$ cat config.mk
export PLATFORM = sky130hd
export DESIGN_NAME = eight_bit_alu_with_flags_flat
export DESIGN_NICKNAME = d
export VERILOG_FILES = /design/src/rtl/core/alu8f_pkg.sv /design/src/rtl/core/alu8f_if.sv /design/src/rtl/core/alu8f_core.sv /design/src/rtl/core/eight_bit_alu_with_flags.sv /design/src/flat_wrapper.sv
export SDC_FILE = /design/constraint.sdc
export NUM_CORES = 1
export LEC_CHECK = 0
export BUFFER_PORTS_ARGS = -buffer_cell sky130_fd_sc_hd__clkbuf_2
export CAP_MARGIN = 20
export CORE_AREA = 2 2 95 97
export CTS_CLUSTER_SIZE = 10
export DETAILED_ROUTE_END_ITERATION = 10
export DIE_AREA = 0 0 97 99
export GPL_TIMING_DRIVEN = 0
export PLACE_DENSITY_LB_ADDON = 0.1
export SYNTH_ARGS = -nofsm -noshare
export SYNTH_HDL_FRONTEND = slang
export SYNTH_SLANG_ARGS = --single-unit
$ cat constraint.sdc
create_clock -name clk -period 3.35 [get_ports clk]
set_clock_uncertainty 0.05 [all_clocks]
set_input_delay 0.67 -clock clk [delete_from_list [all_inputs] [get_ports clk]]
set_output_delay 0.67 -clock clk [all_outputs]
set_load 0.1 [all_outputs]
$ cat src/rtl/core/alu8f_pkg.sv
`timescale 1ns / 1ps
`default_nettype none

package alu8f_pkg;

  localparam int KIND_W = 5;
  localparam int DATA_W = 8;

  // Operation codes
  localparam logic [KIND_W-1:0] KIND_ADD  = 5'd0;
  localparam logic [KIND_W-1:0] KIND_ADC  = 5'd1;
  localparam logic [KIND_W-1:0] KIND_SUB  = 5'd2;
  localparam logic [KIND_W-1:0] KIND_SBC  = 5'd3;
  localparam logic [KIND_W-1:0] KIND_AND  = 5'd4;
  localparam logic [KIND_W-1:0] KIND_OR   = 5'd5;
  localparam logic [KIND_W-1:0] KIND_XOR  = 5'd6;
  localparam logic [KIND_W-1:0] KIND_CP   = 5'd7;
  localparam logic [KIND_W-1:0] KIND_INC  = 5'd8;
  localparam logic [KIND_W-1:0] KIND_DEC  = 5'd9;
  localparam logic [KIND_W-1:0] KIND_RLCA = 5'd10;
  localparam logic [KIND_W-1:0] KIND_RRCA = 5'd11;
  localparam logic [KIND_W-1:0] KIND_RLA  = 5'd12;
  localparam logic [KIND_W-1:0] KIND_RRA  = 5'd13;
  localparam logic [KIND_W-1:0] KIND_RLC  = 5'd14;
  localparam logic [KIND_W-1:0] KIND_RRC  = 5'd15;
  localparam logic [KIND_W-1:0] KIND_RL   = 5'd16;
  localparam logic [KIND_W-1:0] KIND_RR   = 5'd17;

  // Flag bit positions
  localparam int FLAG_S  = 7;
  localparam int FLAG_Z  = 6;
  localparam int FLAG_Y  = 5;
  localparam int FLAG_H  = 4;
  localparam int FLAG_X  = 3;
  localparam int FLAG_PV = 2;
  localparam int FLAG_N  = 1;
  localparam int FLAG_C  = 0;

  localparam logic [DATA_W-1:0] INC_OVF_VAL = 8'h80;
  localparam logic [DATA_W-1:0] DEC_OVF_VAL = 8'h7F;

  typedef struct packed {
    logic [KIND_W-1:0] kind;
    logic [DATA_W-1:0] accumulator;
    logic [DATA_W-1:0] operand;
    logic [DATA_W-1:0] flags_in;
  } in_item_t;

  typedef struct packed {
    logic [DATA_W-1:0] result;
    logic [DATA_W-1:0] flags_out;
  } out_item_t;

endpackage

`default_nettype wire

$ cat src/rtl/core/alu8f_if.sv
`timescale 1ns / 1ps
`default_nettype none

interface alu8f_in_if;
  logic                            valid;
  logic                            ready;
  logic [alu8f_pkg::KIND_W-1:0]    kind;
  logic [alu8f_pkg::DATA_W-1:0]    accumulator;
  logic [alu8f_pkg::DATA_W-1:0]    operand;
  logic [alu8f_pkg::DATA_W-1:0]    flags_in;

  modport source (output valid, output kind, output accumulator, output operand,
                  output flags_in, input ready);
  modport sink   (input valid, input kind, input accumulator, input operand,
                  input flags_in, output ready);
endinterface

interface alu8f_out_if;
  logic                            valid;
  logic                            ready;
  logic [alu8f_pkg::DATA_W-1:0]    result;
  logic [alu8f_pkg::DATA_W-1:0]    flags_out;

  modport source (output valid, output result, output flags_out, input ready);
  modport sink   (input valid, input result, input flags_out, output ready);
endinterface

`default_nettype wire

$ cat src/rtl/core/alu8f_core.sv
`timescale 1ns / 1ps
`default_nettype none

module alu8f_core (
  input  alu8f_pkg::in_item_t  item_i,
  output alu8f_pkg::out_item_t item_o
);

  logic [7:0] a;
  logic [7:0] b;
  logic [7:0] fin;
  logic       cin;
  logic       ci_add;
  logic       ci_sub;
  logic [8:0] sum9;
  logic [8:0] dif9;
  logic [4:0] hsum;
  logic [4:0] hdif;
  logic [7:0] inc_r;
  logic [7:0] dec_r;
  logic [7:0] rot_r;
  logic       rot_c;
  logic [7:0] logic_r;

  assign a      = item_i.accumulator;
  assign b      = item_i.operand;
  assign fin    = item_i.flags_in;
  assign cin    = fin[alu8f_pkg::FLAG_C];
  assign ci_add = (item_i.kind == alu8f_pkg::KIND_ADC) & cin;
  assign ci_sub = (item_i.kind == alu8f_pkg::KIND_SBC) & cin;

  assign sum9  = {1'b0, a} + {1'b0, b} + {8'd0, ci_add};
  assign dif9  = {1'b0, a} - {1'b0, b} - {8'd0, ci_sub};
  assign hsum  = {1'b0, a[3:0]} + {1'b0, b[3:0]} + {4'd0, ci_add};
  assign hdif  = {1'b0, a[3:0]} - {1'b0, b[3:0]} - {4'd0, ci_sub};
  assign inc_r = b + 8'd1;
  assign dec_r = b - 8'd1;

  always_comb begin
    case (item_i.kind)
      alu8f_pkg::KIND_AND: logic_r = a & b;
      alu8f_pkg::KIND_OR:  logic_r = a | b;
      default:             logic_r = a ^ b;
    endcase
  end

  // Rotates: the A forms and the full-flag forms share one shifter
  always_comb begin
    case (item_i.kind)
      alu8f_pkg::KIND_RLCA, alu8f_pkg::KIND_RLC: begin
        rot_c = b[7];
        rot_r = {b[6:0], b[7]};
      end
      alu8f_pkg::KIND_RRCA, alu8f_pkg::KIND_RRC: begin
        rot_c = b[0];
        rot_r = {b[0], b[7:1]};
      end
      alu8f_pkg::KIND_RLA, alu8f_pkg::KIND_RL: begin
        rot_c = b[7];
        rot_r = {b[6:0], cin};
      end
      default: begin
        rot_c = b[0];
        rot_r = {cin, b[7:1]};
      end
    endcase
  end

  always_comb begin
    item_o.result    = a;
    item_o.flags_out = fin;
    case (item_i.kind)
      alu8f_pkg::KIND_ADD, alu8f_pkg::KIND_ADC: begin
        item_o.result    = sum9[7:0];
        item_o.flags_out = {sum9[7], (sum9[7:0] == 8'd0), fin[5], hsum[4], fin[3],
                            ((a[7] ^ sum9[7]) & (b[7] ^ sum9[7])), 1'b0, sum9[8]};
      end
      alu8f_pkg::KIND_SUB, alu8f_pkg::KIND_SBC, alu8f_pkg::KIND_CP: begin
        item_o.result    = (item_i.kind == alu8f_pkg::KIND_CP) ? a : dif9[7:0];
        item_o.flags_out = {dif9[7], (dif9[7:0] == 8'd0), fin[5], hdif[4], fin[3],
                            ((a[7] ^ b[7]) & (a[7] ^ dif9[7])), 1'b1, dif9[8]};
      end
      alu8f_pkg::KIND_AND, alu8f_pkg::KIND_OR, alu8f_pkg::KIND_XOR: begin
        item_o.result    = logic_r;
        item_o.flags_out = {logic_r[7], (logic_r == 8'd0), fin[5],
                            (item_i.kind == alu8f_pkg::KIND_AND), fin[3],
                            ~^logic_r, 1'b0, 1'b0};
      end
      alu8f_pkg::KIND_INC: begin
        item_o.result    = inc_r;
        item_o.flags_out = {inc_r[7], (inc_r == 8'd0), fin[5], (inc_r[3:0] == 4'h0),
                            fin[3], (inc_r == alu8f_pkg::INC_OVF_VAL), 1'b0, cin};
      end
      alu8f_pkg::KIND_DEC: begin
        item_o.result    = dec_r;
        item_o.flags_out = {dec_r[7], (dec_r == 8'd0), fin[5], (dec_r[3:0] == 4'hF),
                            fin[3], (dec_r == alu8f_pkg::DEC_OVF_VAL), 1'b1, cin};
      end
      alu8f_pkg::KIND_RLCA, alu8f_pkg::KIND_RRCA,
      alu8f_pkg::KIND_RLA, alu8f_pkg::KIND_RRA: begin
        // keep S, Z and P/V
        item_o.result    = rot_r;
        item_o.flags_out = {fin[7], fin[6], fin[5], 1'b0, fin[3], fin[2], 1'b0, rot_c};
      end
      alu8f_pkg::KIND_RLC, alu8f_pkg::KIND_RRC,
      alu8f_pkg::KIND_RL, alu8f_pkg::KIND_RR: begin
        item_o.result    = rot_r;
        item_o.flags_out = {rot_r[7], (rot_r == 8'd0), fin[5], 1'b0, fin[3],
                            ~^rot_r, 1'b0, rot_c};
      end
      default: begin
        // undefined codes: pass through as a no-op
        item_o.result    = a;
        item_o.flags_out = fin;
      end
    endcase
  end

endmodule

`default_nettype wire

$ cat src/rtl/core/eight_bit_alu_with_flags.sv
// Eight-bit ALU with S, Z, H, P/V, N and C flags.
//
// in_ch  : sink of operation items (kind, accumulator, operand, flags_in),
//          taken at a rising edge of clk where valid and ready are high.
// out_ch : source of result items (result, flags_out), same handshake.
//
// Two register stages: an input register holds the accepted item, the ALU
// logic sits between it and the result register. An accepted item passes from
// the input register through the ALU logic into the result register, and its
// result is offered on out_ch from there. One item is taken every cycle as
// long as the receiver keeps taking results: each stage refills in the same
// cycle that it drains.
//
// When out_ch stalls, the result register holds its item and the input
// register fills behind it; in_ch.ready then drops until the result is
// taken, so nothing is lost or repeated.
//
// Reset (rst_n low, synchronous) empties both stages. Bits 3 and 5 of the
// flag byte always travel through unchanged.
`timescale 1ns / 1ps
`default_nettype none

module eight_bit_alu_with_flags (
  input  logic        clk,
  input  logic        rst_n,
  alu8f_in_if.sink    in_ch,
  alu8f_out_if.source out_ch
);

  // Input stage
  logic                 s1_vld_r;
  logic                 s1_vld_nxt;
  alu8f_pkg::in_item_t  s1_item_r;

  // Result stage
  logic                 s2_vld_r;
  logic                 s2_vld_nxt;
  alu8f_pkg::out_item_t s2_item_r;

  alu8f_pkg::out_item_t alu_out;
  logic                 s2_load;
  logic                 s1_load;

  // Result stage can take a new item when empty or being drained this cycle
  assign s2_load = s1_vld_r && (!s2_vld_r || out_ch.ready);
  // Input stage frees up when empty or when its item moves on
  assign in_ch.ready = !s1_vld_r || !s2_vld_r || out_ch.ready;
  assign s1_load     = in_ch.valid && in_ch.ready;

  always_comb begin
    s1_vld_nxt = s1_vld_r;
    if (s1_load) begin
      s1_vld_nxt = 1'b1;
    end else if (s2_load) begin
      s1_vld_nxt = 1'b0;
    end
  end

  always_comb begin
    s2_vld_nxt = s2_vld_r;
    if (s2_load) begin
      s2_vld_nxt = 1'b1;
    end else if (out_ch.ready) begin
      s2_vld_nxt = 1'b0;
    end
  end

  always_ff @(posedge clk) begin
    if (!rst_n) begin
      s1_vld_r <= 1'b0;
      s2_vld_r <= 1'b0;
    end else begin
      s1_vld_r <= s1_vld_nxt;
      s2_vld_r <= s2_vld_nxt;
    end
  end

  // Payload registers: load on accept, hold otherwise
  always_ff @(posedge clk) begin
    if (s1_load) begin
      s1_item_r.kind        <= in_ch.kind;
      s1_item_r.accumulator <= in_ch.accumulator;
      s1_item_r.operand     <= in_ch.operand;
      s1_item_r.flags_in    <= in_ch.flags_in;
    end
    if (s2_load) begin
      s2_item_r <= alu_out;
    end
  end

  alu8f_core u_core (
    .item_i (s1_item_r),
    .item_o (alu_out)
  );

  assign out_ch.valid     = s2_vld_r;
  assign out_ch.result    = s2_item_r.result;
  assign out_ch.flags_out = s2_item_r.flags_out;

  // Input only stalls when both stages are full and the receiver holds off
  a_ready_only_when_full: assert property (@(posedge clk) disable iff (!rst_n)
    !in_ch.ready |-> (s1_vld_r && s2_vld_r && !out_ch.ready))
    else $error("input stalled with room in the pipeline");

  // An item leaving the input stage lands in the result stage
  a_advance_fills_s2: assert property (@(posedge clk) disable iff (!rst_n)
    s2_load |=> s2_vld_r)
    else $error("result stage lost an item");

  // Compare returns the accumulator untouched
  a_cp_keeps_acc: assert property (@(posedge clk) disable iff (!rst_n)
    (s2_load && (s1_item_r.kind == alu8f_pkg::KIND_CP))
      |=> (s2_item_r.result == $past(s1_item_r.accumulator)))
    else $error("compare changed the accumulator");

  // Undocumented flag bits pass straight through
  a_xy_flags_pass: assert property (@(posedge clk) disable iff (!rst_n)
    s2_load |=> ((s2_item_r.flags_out[alu8f_pkg::FLAG_Y] ==
                  $past(s1_item_r.flags_in[alu8f_pkg::FLAG_Y])) &&
                 (s2_item_r.flags_out[alu8f_pkg::FLAG_X] ==
                  $past(s1_item_r.flags_in[alu8f_pkg::FLAG_X]))))
    else $error("flag bits 3 or 5 altered");

endmodule

`default_nettype wire

$ cat src/flat_wrapper.sv
// flat-port wrapper written by rule: the top's interface ports become plain ports
module eight_bit_alu_with_flags_flat 
  (clk, rst_n, in_ch_valid, in_ch_kind, in_ch_accumulator, in_ch_operand, in_ch_flags_in, in_ch_ready, out_ch_valid, out_ch_result, out_ch_flags_out, out_ch_ready);
  alu8f_in_if in_ch_i ();
  alu8f_out_if out_ch_i ();
  input  logic clk;
  input  logic rst_n;
  input wire logic [$bits(in_ch_i.valid)-1:0] in_ch_valid;
  input wire logic [$bits(in_ch_i.kind)-1:0] in_ch_kind;
  input wire logic [$bits(in_ch_i.accumulator)-1:0] in_ch_accumulator;
  input wire logic [$bits(in_ch_i.operand)-1:0] in_ch_operand;
  input wire logic [$bits(in_ch_i.flags_in)-1:0] in_ch_flags_in;
  output wire logic [$bits(in_ch_i.ready)-1:0] in_ch_ready;
  output wire logic [$bits(out_ch_i.valid)-1:0] out_ch_valid;
  output wire logic [$bits(out_ch_i.result)-1:0] out_ch_result;
  output wire logic [$bits(out_ch_i.flags_out)-1:0] out_ch_flags_out;
  input wire logic [$bits(out_ch_i.ready)-1:0] out_ch_ready;
  assign in_ch_i.valid = in_ch_valid;
  assign in_ch_i.kind = in_ch_kind;
  assign in_ch_i.accumulator = in_ch_accumulator;
  assign in_ch_i.operand = in_ch_operand;
  assign in_ch_i.flags_in = in_ch_flags_in;
  assign in_ch_ready = in_ch_i.ready;
  assign out_ch_valid = out_ch_i.valid;
  assign out_ch_result = out_ch_i.result;
  assign out_ch_flags_out = out_ch_i.flags_out;
  assign out_ch_i.ready = out_ch_ready;
  eight_bit_alu_with_flags u_core (.clk(clk), .rst_n(rst_n), .in_ch(in_ch_i), .out_ch(out_ch_i));
endmodule
==> flow_summary.ini <==
[timing]
drv_slew = 0
fmax_mhz = 288
final.period_utilization_pct = 104
rsz0062_at_grt = true
fin_ws_ns = -0.121
min_period_ns = 3.47
worst_pin_slew_ns = 0.970
slew_headroom_pct = 34.7
final_hold_viol_count = 0
setup_viol_count_final = 2

[synthesis]
synth_top_family_by_area = compound AO/OA/AOI/OAI gates
synthArstFlopShare_pct = 0
synthDistinctLibCells = 78
yosys.area.top_type = edfxtp_1
synth_cells = 495
ys_ff_latch = 47
ys_seq_area_share_pct = 30.8
synth_mux_area_share_pct = 4.57
synth-compound-area-share_pct = 20.5
syn-cell-area_sq_mm = 0.00452
synthXorXnorAreaFrac_pct = 4.84
synth-simple-area-share_pct = 19.8
synth_area_leaders = edfxtp_1, ha_1, xnor2_1, nor2_1, mux2i_1
synth_edf_count = 45
synthAdderAreaFrac_pct = 13.7
synth-main-ff-cell = edfxtp_1
synth_top_area_share_pct = 29.9
syn-num-nets = 575
yosysWarnings = 0
synth_most_common_cell = edfxtp_1
avgSynthCellArea_sq_um = 9.14
synthTopCellsByCount = edfxtp_1, nor2_1, ha_1

[floorplanning]
initial_utilization_pct = 52.9
die_x_um = 97
ios = 51
core_sq_mm = 0.00855
die_h_um = 99
rows = 34
dieArea_sq_mm = 0.00960

[cells_and_area]
finalNetCount = 653
final_area_sq_mm = 0.00556
syn_to_final_growth_pct = 22.9
antennaDiodeCount = 0
drive_above_1_share_pct = 29.1
fillCellCount = 719

[route]
wl_per_cell_um = 21.6
wirelength_um = 14700
drc_errors = 0
vias = 4332
viasPerCell = 6.35
ant_nets = 0
drt-pass1-iter-count = 5
drt_iter0_markers = 320

[clocking]
cts_tree = done
cts_made_buffers = 5
ctsHtreeMaxLevel = 2
cts.sinks = 47
clock_latency_ns = 0.31
clk_pin_slew_worst_paths_ns = 0.10
clockRootBuffer = clkbuf_8
clk_path_buf_depth = 2
hold_buffers = 0

[pwr]
vdd_ir_drop_max_mv = 0.187
clkPwrFrac_pct = 18.9
p_int_mw = 1.16
p_seq_share_pct = 37.3
p_sw_share_pct = 39.6
switching_power_mw = 0.759
p_per_area_mw_per_mm2 = 345
p_comb_share_pct = 43.8
p_leak_nw = 2.18

[worst_setup_path]
required_ns = 3.37
cp-end-kind = flip-flop
crit_fanout = 7
arrival_ns = 3.49
ff2ff_path_depth = 11
cp-start-kind = flip-flop
path_class = reg2reg

[grt]
grt-ovfl-total = 0
grt_max_degree = 20
grt_pass1_wl_um = 22800
grt.total_usage_pct = 30.8
antenna_found_initial = 0
grt_pass1_vias = 4149

[min_path]
min_path_type = reg2reg
whs_path_depth = 0

[flow_run]
drv_cap = 0

[status]
violations = setup timing
status = finished with violations

[placement]
dp_hpwl_um = 11200
portBuffers = 50
place_area_sq_mm = 0.00495
post-place-ws_ns = -1.03
place.gp.congestion = 0.954
## routing by layer
layer	vias to the layer above	share of wire, %	wire, um	global-route usage [%]
met3	43	9.1	1330	5.89
met2	221	47	6850	48.9
met5	-	0	0	0
met4	0	4.1	605	13.4
li1	2000	-	-	-
met1	2068	40	5920	41.2
## state kept, by name, summed over array words and instances, names as in the netlist
signal,count
u_core.s1_vld_r,1
u_core.out_ch.valid,1
u_core.out_ch.result,8
u_core.out_ch.flags_out,8
u_core.s1_item_r,29
## worst max-delay path, stage by stage, from the launching register on
cell and delay (ns):
edfxtp_1 0.39, buf_6 0.14, or4b_4 0.65, a211oi_1 0.31
a21oi_2 0.07, ha_1 0.34, xor2_2 0.20, xnor2_2 0.21
o22ai_2 0.10, nor4b_2 0.28, nand3_1 0.11, o41a_1 0.38
## cell usage in the layout, fill, tap and decap left out, types with 4 or more instances in the layout
cell type	netlist	layout
buf_2	12	7
clkinvlp_4	0	4
nand2_1	31	31
nor2b_1	10	10
nand2b_1	6	6
clkbuf_8	0	5
mux2i_1	15	10
buf_6	3	5
o21a_1	5	5
o211ai_1	5	5
o21ai_0	22	22
inv_1	30	27
nand3_1	11	11
nor3_1	14	12
a211oi_1	7	4
nor3b_1	5	5
nor2_1	44	43
a21oi_1	23	19
xnor2_1	19	16
o22ai_1	9	8
edfxtp_1	45	45
buf_4	1	28
a31oi_1	5	5
a21oi_2	6	9
nand4_1	8	8
clkbuf_2	0	52
mux2i_4	0	4
xor2_1	6	4
ha_1	43	41
and2_1	7	7
## layout make-up
class                           instances  area (sq um)  area share (%)
Sequential cell                        47          1390            25.0
Tap cell                              108           135            2.43
Clock inverter                          3          20.0           0.360
Clock buffer                            5          68.8            1.24
Buffer                                 26           184            3.31
Timing Repair Buffer                   75           490            8.83
Inverter                               30           124            2.23
Multi-Input combinational cell        388          3140            56.6
## power by group through the flow
stage / Combinational, mW / Clock [mW] / Sequential (mW)
2_1_floorplan: 0.427 / 0 / 0.812
3_3_place_gp: 0.681 / 0 / 0.728
3_5_place_dp: 0.696 / 0 / 0.728
4_1_cts: 0.790 / 0.369 / 0.714
5_1_grt: 0.892 / 0.384 / 0.719
6_report: 0.839 / 0.363 / 0.715
## final timing paths
path	start	endpoint	slack [ns]
worst min-delay path	u_core.s1_item_r[3]$_DFFE_PP_	u_core.out_ch.flags_out[3]$_DFFE_PP_	0.38
worst max register to register	u_core.s1_item_r[25]$_DFFE_PP_	u_core.out_ch.flags_out[2]$_DFFE_PP_	-0.12
worst max-delay path	u_core.s1_item_r[25]$_DFFE_PP_	u_core.out_ch.flags_out[2]$_DFFE_PP_	-0.12
worst min register to register	u_core.s1_item_r[3]$_DFFE_PP_	u_core.out_ch.flags_out[3]$_DFFE_PP_	0.38
## logic make-up after synthesis
family | count (synthesis)
xor gates and xnor gates | 25
adders and majority gates | 47
muxes | 19
buffers and inverters | 60
and+or+nand+nor | 167
AOI/OAI and AO/OA | 130
DFF | 47
## stage by stage
stage	util (%)	power (mW)	hold slack (ns)	cells	TNS, ns
after floorplan	-	1.24	0.350	495	0
after global placement	57.5	1.41	0.355	653	-5.36
after detailed placement	57.9	1.42	0.357	655	-5.41
after CTS	64.0	1.87	0.381	681	-0.0776
after global routing	65.0	1.99	0.387	682	-0.551
final	65.0	1.92	0.378	682	-0.192
## repair_timing
action | CTS | global route
gates resized for setup | 57 | 16
pin swaps | 23 | 3
setup buffers | 21 | 1
cloned | 1 | 0
setup endpoints to repair | 11 | 8
Note: power is estimated with default switching activity, not from simulation.
